--- config.mk ---
export PLATFORM = sky130hd
export DESIGN_NAME = grr_dist_unit
export DESIGN_NICKNAME = d
export VERILOG_FILES = /design/src/rtl/assert_macros.svh /design/src/rtl/grr_pkg.sv /design/src/rtl/grr_dist_unit.sv
export SDC_FILE = /design/constraint.sdc
export NUM_CORES = 2
export LEC_CHECK = 0
export BUFFER_PORTS_ARGS = -buffer_cell sky130_fd_sc_hd__buf_4
export CORE_MARGIN = 3
export CORE_UTILIZATION = 45
export DETAILED_ROUTE_END_ITERATION = 8
export HOLD_SLACK_MARGIN = 0.06
export PLACE_DENSITY = 0.63
export SLEW_MARGIN = 20
export SYNTH_ARGS = -nofsm -noshare
export SYNTH_HDL_FRONTEND = slang
export SYNTH_SLANG_ARGS = --single-unit
--- constraint.sdc ---
create_clock -name clk -period 6.7 [get_ports clk]
set_input_delay 1.34 -clock clk [delete_from_list [all_inputs] [get_ports clk]]
set_output_delay 1.34 -clock clk [all_outputs]
set_load 0.02 [all_outputs]
--- src/rtl/assert_macros.svh ---
// ----------------------------------------------------------------------------
// Assertion macros
// Shared concurrent assertion forms for the reorder unit.
// ----------------------------------------------------------------------------
`ifndef ASSERT_MACROS_SVH
`define ASSERT_MACROS_SVH

`ifndef NO_ASSERTIONS

// Check that a condition implies a consequence in the same cycle.
`define GRR_ASSERT_IMPLY(lbl, a, c) \
    lbl: assert property (@(posedge clk) disable iff (!rst_n) (a) |-> (c)) \
        else $error("implication failed");

// Check that a condition implies a consequence in the next cycle.
`define GRR_ASSERT_NEXT(lbl, a, c) \
    lbl: assert property (@(posedge clk) disable iff (!rst_n) (a) |=> (c)) \
        else $error("next-cycle implication failed");

`else

`define GRR_ASSERT_IMPLY(lbl, a, c)
`define GRR_ASSERT_NEXT(lbl, a, c)

`endif

`endif

--- src/rtl/grr_pkg.sv ---
// ----------------------------------------------------------------------------
// grr_pkg
// Shared types and constants of the greedy matrix row reorder unit.
// ----------------------------------------------------------------------------
`default_nettype none

package grr_pkg;

    localparam int MAX_SIZE_DEF     = 64;
    localparam int CHANNEL_BITS_DEF = 16;

    localparam int FIELD_CH_W  = 16;
    localparam int FIELD_IDX_W = 6;
    localparam int CFG_SIZE_W  = 7;
    localparam int CFG_IDX_W   = 2;

    typedef enum logic [1:0] {
        OP_WRITE     = 2'd0,
        OP_RUN       = 2'd1,
        OP_READ_ELEM = 2'd2,
        OP_READ_PERM = 2'd3
    } grr_op_t;

    typedef enum logic [CFG_IDX_W-1:0] {
        CFG_MATRIX_SIZE   = 2'd0,
        CFG_DOUBLE_PASS   = 2'd1,
        CFG_KEEP_IDENTITY = 2'd2,
        CFG_UNUSED        = 2'd3
    } grr_cfg_idx_t;

    // Controls of the distance datapath
    typedef struct packed {
        logic load_sq;   // register the squared channel differences
        logic acc;       // add them into the running distance
        logic first;     // first element of a line: restart the sum
    } grr_dist_ctrl_t;

endpackage

`default_nettype wire

--- src/rtl/grr_dist_unit.sv ---
// ----------------------------------------------------------------------------
// grr_dist_unit
// Squared-difference distance accumulator over two streamed elements.
// ----------------------------------------------------------------------------
`default_nettype none

module grr_dist_unit
    import grr_pkg::*;
#(
    parameter int MAX_SIZE     = MAX_SIZE_DEF,
    parameter int CHANNEL_BITS = CHANNEL_BITS_DEF,
    localparam int EW = 3 * CHANNEL_BITS,
    localparam int SQ_W = 2 * CHANNEL_BITS,
    localparam int DW = 2 * CHANNEL_BITS + 2 + $clog2(MAX_SIZE)
)
(
    input  wire logic           clk,
    input  wire logic           rst_n,
    input  wire grr_dist_ctrl_t ctrl,
    input  wire logic [EW-1:0]  elem_a,
    input  wire logic [EW-1:0]  elem_b,
    output logic [DW-1:0]       dist_total
);

    logic [SQ_W-1:0] sq_reg   [3];
    logic [SQ_W-1:0] sq_next  [3];
    logic [DW-1:0]   dist_reg;
    logic [DW-1:0]   dist_next;
    logic [DW-1:0]   sq_sum;

    always_comb
    begin
        logic [CHANNEL_BITS-1:0] a;
        logic [CHANNEL_BITS-1:0] b;
        logic [CHANNEL_BITS-1:0] d;
        for (int ch = 0; ch < 3; ch++)
        begin
            a = elem_a[ch*CHANNEL_BITS +: CHANNEL_BITS];
            b = elem_b[ch*CHANNEL_BITS +: CHANNEL_BITS];
            d = (a > b) ? (a - b) : (b - a);
            sq_next[ch] = SQ_W'(d) * SQ_W'(d);
        end
    end

    assign sq_sum = DW'(sq_reg[0]) + DW'(sq_reg[1]) + DW'(sq_reg[2]);

    always_comb
    begin
        dist_next = dist_reg;
        if (ctrl.acc)
        begin
            dist_next = ctrl.first ? sq_sum : (dist_reg + sq_sum);
        end
    end

    always_ff @(posedge clk)
    begin
        if (ctrl.load_sq)
        begin
            sq_reg <= sq_next;
        end
    end

    always_ff @(posedge clk or negedge rst_n)
    begin
        if (!rst_n)
        begin
            dist_reg <= '0;
        end
        else
        begin
            dist_reg <= dist_next;
        end
    end

    assign dist_total = dist_reg;

endmodule

`default_nettype wire

==> run metrics <==
Hold Startpoint=dist_total[2]$_DFFE_PN0P_; Critical Path Sink Type=register; period utilisation layout=139.1%; Nets=5918; register area share after synthesis=11.05%; WP data required=6.86 ns; Max stage delay on crit path=0.58 ns; core footprint=0.07507 mm²; PortBufs=140; post-DP HPWL=76670 µm; first-pass GRT wire length=149700 µm; list of most frequent post-synthesis cells=inv_1 (811), fa_1 (530), ha_1 (449); Fillers=6163; dpl cells=5663; Clock transition at path regs=0.07 ns; Post-synth ARST share=30.08%; syn_area_per_cell=8.912 µm²; post-synthesis cell count=3854; Worst path top cell family by delay=adder cells; area grow syn2layout=37.66%; final std cells w/o fill=5820; clk_skew=0.01141 ns; initial antenna violation count=2; Fin. Hold Viols=0; Setup crit start kind=primary input; Final Core Density=62.98%; reg2reg start=sq_reg[9]$_DFFE_PP_; failing checks=setup timing; antenna-violating nets left=0; CTS buffer count=17; crit path kind=primary input to register; CP Data Arrival Time=9.48 ns; cell mode on critical path=fa_1; DRT iter0 DRCs=1392; vias in the first global route=30680; CTS tree=yes; clock buffer depth=2; worst-path maximum fanout=6; status=finished, violations left; RSZ-0062 raised after global routing=yes; Hold-fix buffers, CTS=0; H-tree Lvls=4; Setup Viol. Count Final=76; n_diodes=0; Die X=282.3 µm; Slowest-stage cell, CP=fa_2; Final Cell Area=0.04728 mm²; synth unique cells=93; Final Slew Violations=0; CTS sink count=133; fmax=107.3 MHz; final WL=91370 µm; via count=29640; #FFs+latches synth=133; I/O pin total=141; Clk Tree Root Cell=clkbuf_16; pre-CTS setup slack=-3.280 ns; Routed WL per cell=15.70 µm; initial core utilization=45.75%; synth warn=0; share of layout cells above drive strength 1=33.50%; fin crit period=9.318 ns; top area cells in the synthesized netlist=fa_1 (31%), ha_1 (16%), inv_1 (8.9%), edfxtp_1 (8.1%), nand2_1 (3.6%); DRC=0; Tot GR Track Use=23.03%; drt first pass iters=5; Main synth FF type=edfxtp_1; top cell type's share of synthesized area=30.89%; max reg flops=93; number of synthesized flops with an enable pin=93; vias per cell=5.092; row count=100; post-place instance area=0.04353 mm²; Slew HR=51.09%; most frequent cell after synthesis=inv_1; Buf/Inv on CP=12; Clk Latency, worst-skew pair=0.43 ns; worst setup path startpoint=elem_a[16]; hold crit path type=register to register; die area=0.07968 mm²; final critical-path setup slack=-2.618 ns; total grt overflow=0; RD Place Congestion=0.9027; worst slew pin tran=0.7328 ns; area leader, netlist=fa_1; Synth Cell Area=0.03435 mm²; largest net degree at the start of global routing=87; Die H=282.3 µm; Max-Cap Viols=0
## path summary, 6_finish.rpt
| kind | end | slack, ns | cells after the start |
|---|---|---|---|
| worst max register to register | dist_total[33]$_DFFE_PN0P_ | 0.83 | 22 |
| max in group asynchronous | dist_total[25]$_DFFE_PN0P_ | 5.43 | 1 |
| worst max-delay path | sq_reg[60]$_DFFE_PP_ | -2.62 | 38 |
| worst min register to register | dist_total[2]$_DFFE_PN0P_ | 0.56 | 2 |
| min in group asynchronous | dist_total[2]$_DFFE_PN0P_ | 0.89 | 1 |
| worst min-delay path | dist_total[2]$_DFFE_PN0P_ | 0.56 | 2 |
## timing repair
action / 4_1_cts / 5_1_grt
pin swaps: 201 / 138
resized for setup: 290 / 225
gates cloned: 0 / 2
setup buffers: 75 / 60
endpoints found under the setup margin: 78 / 78
## layout make-up
class	count	area, µm²	area share [%]
clock buffers	21	493.0	1.043
clock inverters	11	88.84	0.1879
inverters	819	3166	6.695
multi-input cells	2792	29790	63.01
flip-flops and latches	133	3794	8.024
well taps	969	1212	2.564
repair buffers	1075	8736	18.48
## worst register-to-register path, delay by kind of cell, from the launching register on
family,cells,cell delay [ns]
xor gates and xnor gates,1,0.24
AOI/OAI and AO/OA,15,3.33
adders and majority gates,3,1.23
and+or+nand+nor,2,0.26
muxes,1,0.23
DFF,1,0.44
## logic make-up (layout without fill, tap and decap cells)
group	count (synthesis)	in the layout	share of synthesized area [%]
adders and majority gates	979	979	47.25
buffers and inverters	930	1926	10.44
and+or+nand+nor	894	894	11.84
AOI/OAI and AO/OA	665	665	12.67
xor gates and xnor gates	198	198	5.093
DFF	133	133	11.05
muxes	53	53	1.639
other	2	3	0.02187
## layout by cell type (no fill, tap or decap), drive strengths merged, types with 40 or more instances in the layout
cell	count
nand2	328
nand2b	42
and2	49
inv	820
buf	1073
a21oi	225
nor2b	44
dfrtp	40
xor2	75
edfxtp	93
ha	449
nor2	277
fa	530
o21ai	108
a21o	95
xnor2	123
## per-layer routing
layer / GRT usage (%) / vias up / part of all wire, %
met2: 40.47 / 618 / 50
met4: 3.924 / 2 / 1.7
li1: - / 14350 / -
met5: 0 / - / 0.013
met1: 31.49 / 14560 / 44
met3: 2.072 / 108 / 4.4
## metrics by stage
step           setup TNS, ns  hold slack (ns)
2_1_floorplan        -114.73           0.6159
3_3_place_gp         -164.59           0.5378
3_5_place_dp         -173.97           0.5466
4_1_cts              -116.62           0.5613
5_1_grt              -142.65           0.5702
6_report             -124.34           0.5554
Power is not shown: default switching activity piles up to over one toggle a cycle in this logic, so the estimate is an artifact.
